$ cat src/tsig_pkg.sv
`default_nettype none

package tsig_pkg;

	// default field widths of the packed id
	localparam int unsigned GROUP_WIDTH_DEF    = 10;
	localparam int unsigned INDEX_WIDTH_DEF    = 10;
	localparam int unsigned SEQUENCE_WIDTH_DEF = 13;

	// fixed widths of the ports and of the stored time
	localparam int unsigned REQ_WIDTH   = 32;
	localparam int unsigned TIME_WIDTH  = 32;
	localparam int unsigned STAMP_WIDTH = 33;
	localparam int unsigned ID_WIDTH    = 64;

	// base time after reset
	localparam logic [TIME_WIDTH-1:0] EPOCH_RESET = 32'd1625097600;

	// control sequencer
	typedef enum logic [1:0] {
		ST_CLEAR,
		ST_IDLE,
		ST_UPDATE
	} state_t;

endpackage : tsig_pkg

`default_nettype wire

$ cat src/tsig_mod_reduce.sv
`default_nettype none

// reduces a request word modulo 2^W - 1 by end-around folding of W-bit digits
module tsig_mod_reduce #(
	parameter int unsigned W = tsig_pkg::GROUP_WIDTH_DEF
) (
	input  wire logic [tsig_pkg::REQ_WIDTH-1:0] value,
	output logic      [W-1:0]                   residue
);

	localparam int unsigned NCHUNK = (tsig_pkg::REQ_WIDTH + W - 1) / W;
	localparam int unsigned PADW   = NCHUNK * W;
	localparam int unsigned SUMW   = W + $clog2(NCHUNK);

	logic [PADW-1:0] padded;
	logic [SUMW-1:0] digit_sum;
	logic [W:0]      fold1;
	logic [W-1:0]    fold2;

	assign padded = PADW'(value);

	// sum of the digits, each digit weighs 1 modulo 2^W - 1
	always_comb begin
		digit_sum = '0;
		for (int i = 0; i < NCHUNK; i++) begin
			digit_sum = digit_sum + SUMW'(padded[i*W +: W]);
		end
	end

	// fold the carries back in twice, then map all ones to zero
	assign fold1   = (W+1)'(digit_sum[W-1:0]) + (W+1)'(digit_sum[SUMW-1:W]);
	assign fold2   = fold1[W-1:0] + W'(fold1[W]);
	assign residue = (&fold2) ? '0 : fold2;

endmodule : tsig_mod_reduce

`default_nettype wire

$ cat config.mk
export PLATFORM = sky130hd
export DESIGN_NAME = tsig_mod_reduce
export DESIGN_NICKNAME = d
export VERILOG_FILES = /design/src/tsig_pkg.sv /design/src/tsig_mod_reduce.sv
export SDC_FILE = /design/constraint.sdc
export NUM_CORES = 1
export LEC_CHECK = 0
export ABC_AREA = 1
export BUFFER_PORTS_ARGS = -buffer_cell sky130_fd_sc_hd__buf_2
export CAP_MARGIN = 20
export CORE_ASPECT_RATIO = 2
export CORE_MARGIN = 5
export CORE_UTILIZATION = 49
export DETAILED_ROUTE_END_ITERATION = 10
export PLACE_DENSITY = 0.84
export RECOVER_POWER = 50
export SLEW_MARGIN = 20
export SYNTH_ARGS = -nofsm -noshare
export SYNTH_HDL_FRONTEND = slang
export SYNTH_SLANG_ARGS = --single-unit
$ cat constraint.sdc
create_clock -name vclk -period 15.83
set_clock_uncertainty 0.2 [all_clocks]
set_input_delay 0.7915 -clock vclk [all_inputs]
set_output_delay 0.7915 -clock vclk [all_outputs]
set_load 0.02 [all_outputs]
### Word-level counts from Yosys, hierarchy flattened

Index checks and enable logic that the tools add are counted.

| cells by class | value |
|---|---|
| add/sub/neg operators | 5 |
| multiplexer cells | 1 |
| reduce and logical (&&, ||, !) cells | 1 |

Operator list:

| operator | number |
|---|---|
| adder 11 x 10 -> 12 bit | 1 |
| adder 12 x 2 -> 12 bit | 1 |
| adder 10 x 10 -> 11 bit | 1 |
| adder 10 x 2 -> 11 bit | 1 |
| adder 10 x 1 -> 10 bit | 1 |
| two-way mux 10 bit | 1 |
| AND reduction 10 bit | 1 |

| storage, ports and cells | value |
|---|---|
| register bits after elaboration | 0 |
| input port bits | 32 |

### Logic depth before layout (Yosys ltp)

| logic depth | value |
|---|---|
| depth in word-level cells | 7 |
| gate-level depth with buffers | 36 |
| mapped depth without buffers | 36 |

### Worst setup path after synthesis

No wires, ideal clock.

| timing | value |
|---|---|
| kind | input to output |
| start | in value[1] in the netlist's numbering |
| end | out residue[0] |
| arrival | 5,354 ps |
| required time | 14,839 ps |
| setup slack | 9,485 ps |
| stages | 35 |
| cells stage by stage | inv_1 fa_1 fa_1 inv_1 ha_1 inv_1 fa_1 inv_1 nand2_1 nand2_1 nand3_1 nand2_1 nand2_1 nand2_1 a21o_1 fa_1 nand2_1 nor2_2 nand3_1 nor2_1 nand3_1 nor2_1 ha_1 nand2_1 nor2_1 inv_1 nor2_1 nand3_1 nor2_1 nand2_1 nor2_2 nand2_1 nand2_2 nand2_4 a21oi_1 |

| on the way | value |
|---|---|
| cells in the longest elaborated chain, start to end | 7 |

RTL lines:

| element | line | source |
|---|---|---|
| from (decl) | tsig_mod_reduce.sv:7 | `input wire logic [tsig_pkg::REQ_WIDTH-1:0] value,` |
| adder 10 x 10 -> 11 bit (*) | tsig_mod_reduce.sv:26 | `digit_sum = digit_sum + SUMW'(padded[i*W +: W]);` |
| adder 11 x 10 -> 12 bit (*) | tsig_mod_reduce.sv:26 |  |
| adder 12 x 2 -> 12 bit (*) | tsig_mod_reduce.sv:26 |  |
| adder 10 x 2 -> 11 bit (*) | tsig_mod_reduce.sv:31 | `assign fold1 = (W+1)'(digit_sum[W-1:0]) + (W+1)'(digit_sum[SUMW-1:W]);` |
| adder 10 x 1 -> 10 bit (*) | tsig_mod_reduce.sv:32 | `assign fold2 = fold1[W-1:0] + W'(fold1[W]);` |
| AND reduction 10 bit | tsig_mod_reduce.sv:33 | `assign residue = (&fold2) ? '0 : fold2;` |
| two-way mux 10 bit (*) | tsig_mod_reduce.sv:33 |  |
| to (decl) | tsig_mod_reduce.sv:8 | `output logic [W-1:0] residue` |

Mark *: on every way between the ends. The rest lies on a longest branch, timed or not.

### Final worst setup path

| timing | value |
|---|---|
| start | in value[1] in the netlist's numbering |
| end | out residue[2] |

Same word-level chain as after synthesis.

==> qor.yml <==
first_global_vias: 1761
max-vdd-ir-drop_mv: 0.0598
ys_seq_area_share_pct: 0
timing.critical_path.from_type: "input port"
cp-startpoint: "value[1]"
timing.critical_path.fanout_max: 10
num_io_pins: 42
cell_repeated_most_along_the_worst_path: "nand2_1"
dp_hpwl_um: 3230
ff_latch_area_um2: 0
finalWeightedCongestion: 0.961
dieWidth_um: 49.9
slew-limit-headroom_pct: 62.3
cts_hold_buffers: 0
area_growth_syn_to_layout_pct: 15.1
arrival_ns: 6.19
starting_utilization_of_the_core_area_pct: 50.0
number_of_instances_in_the_synthesized_netlist: 272
syn_area_um2: 1560
yosysWarnings: 0
hp-start: "value[30]"
cp_slowest_stage_delay_ns: 0.55
nets: 384
critPathCaptureType: "primary output"
tns_ns: 0
pin_count_of_the_biggest_net_entering_global_routing: 11
min_path_type: "input port to primary output"
dieArea_um2: 4480
clock_buffers: 0
drt-initial-drc-count: 26
synth.area.top_cells: "nand2_1 (19%), ha_1 (18%), fa_1 (17%), inv_1 (16%), nand3_1 (11%)"
ant_nets: 0
fp.dieH_um: 89.8
maxCapViolCount: 0
netSwitchingFraction_pct: 66.0
synth_top_cell_area_share_pct: 19.0
worstMarginPinSlew_ns: 0.563
sequential_cell_total: 0
report.final.hold_viol_count: 0
share_seq_of_total_power_pct: 0
finalMaxSlewViolations: 0
fillers: 350
final.period_utilization_pct: 45.4
grt_first_pass_wirelength_um: 6290
track_usage_pct: 15.9
design.core.area_um2: 3120
total_switching_power_w: 0.000139
run_status: "complete, no violations"
post-synth-top-area-cell: "nand2_1"
hold_depth: 7
cts.repair_timing.setup_buffer_count: 0
grt_setup_unrepaired: "no"
finalWirelength_um: 3430
timing.fmax_mhz: 139
drt-wirelength-per-cell_um: 9.93
slowest_stage: "fa_1"
number_of_gates_resized_after_cts: 0
final_layout_size_suffix_gt1_share_pct: 15.9
portBuffers: 42
grt_overflow: 0
critPathRequiredTime_ns: 14.84
avgViaCountPerCell: 5.03
setup.worst_path.class: "input port to primary output"
p_comb_share_pct: 100.0
p_leak_nw: 1.17
antenna_cells: 0
detailroute.via_count: 1734
period_minus_slack_ns: 7.18
first_pass_iters: 4
pwr_density_cell_nw_per_um2: 117
cellInternalPower_w: 0.0000718
setup_violations: 0
drt_drc_violations_left: 0
post_synth.cell_area_avg_um2: 5.74
mappedNetlistNets: 340
synth.lib_cells_used.distinct: 20
antenna_found_initial: 0
postLayoutCoreUtil_pct: 57.6
power_frac_clock_pct: 0
rows: 29
per-layer routing:
layer	wire, um	part of all wire [%]	track usage [%]	up-vias
li1	-	-	-	918
met1	1190	35	15.3	775
met2	2040	59	33.6	31
met3	94	2.7	0	10
met4	110	3.2	4.38	0
met5	0	0	0	-
per-stage QoR:
step,instances,worst slack (ns),instance area [um^2],power (W),hold WS (ns)
after floorplan,272,9.48,1560,0.000164,1.95
after global placement,345,8.92,1810,0.000209,2.17
after detailed placement,345,8.80,1810,0.000214,2.19
after CTS,345,8.79,1810,0.000215,2.19
after global routing,345,7.94,1800,0.000242,2.26
final,345,8.65,1800,0.000211,2.19
area by class of cell:
type / count / area (um^2) / share of cell area, %
inverter: 69 / 259 / 14.4
multi-input combinational: 203 / 1290 / 72.0
tap: 31 / 38.8 / 2.16
timing repair buffer: 42 / 205 / 11.4
cell usage in the layout (no fill, tap or decap), types with 2 or more instances in the layout:
| master | synthesis | routed |
|---|---|---|
| inv_1 | 66 | 66 |
| nand3_1 | 33 | 33 |
| buf_2 | 0 | 38 |
| nand2_1 | 79 | 79 |
| clkbuf_1 | 0 | 4 |
| ha_1 | 23 | 23 |
| a21oi_1 | 15 | 15 |
| xor2_1 | 2 | 2 |
| inv_2 | 3 | 3 |
| nor2_2 | 2 | 2 |
| nand2_2 | 4 | 4 |
| o21ai_0 | 2 | 2 |
| nor2_1 | 22 | 23 |
| fa_1 | 13 | 13 |
synthesized netlist by cell type:
cell type  instances
nand3_1           33
nor2_1            22
o21ai_0            2
xor2_1             2
a21oi_1           15
nand2_4            1
nor2_4             1
nand3_2            1
inv_2              3
nand2_2            4
inv_1             66
o21bai_1           1
ha_1              23
nand2_1           79
nand4_1            1
nand3b_1           1
or2_4              1
a21o_1             1
nor2_2             2
fa_1              13
critical path: cells and delay by family:
kind | cells | cell delay, ns
AOI/OAI and AO/OA | 2 | 0.32
adders and majority gates | 7 | 2.10
buffers and inverters | 6 | 0.54
and+or+nand+nor | 20 | 2.45
cell families (layout without fill, tap and decap cells):
logic type                 Yosys count  after routing  synth area share, %
and+or+nand+nor                    146            146                 40.8
adders and majority gates           36             36                 35.1
buffers and inverters               69            111                 16.6
AOI/OAI and AO/OA                   19             19                 6.41
xor gates and xnor gates             2              2                 1.12
final timing paths:
kind	endpoint	slack, ns
max	residue[2]	8.65
min	residue[0]	2.19
power groups by stage:
stage / Clock, W / Combinational (W) / Sequential, W
5_1_grt: 0 / 0.000242 / 0
3_3_place_gp: 0 / 0.000209 / 0
6_report: 0 / 0.000211 / 0
2_1_floorplan: 0 / 0.000164 / 0
4_1_cts: 0 / 0.000215 / 0
3_5_place_dp: 0 / 0.000214 / 0
Note: power is estimated with default switching activity, not from simulation.
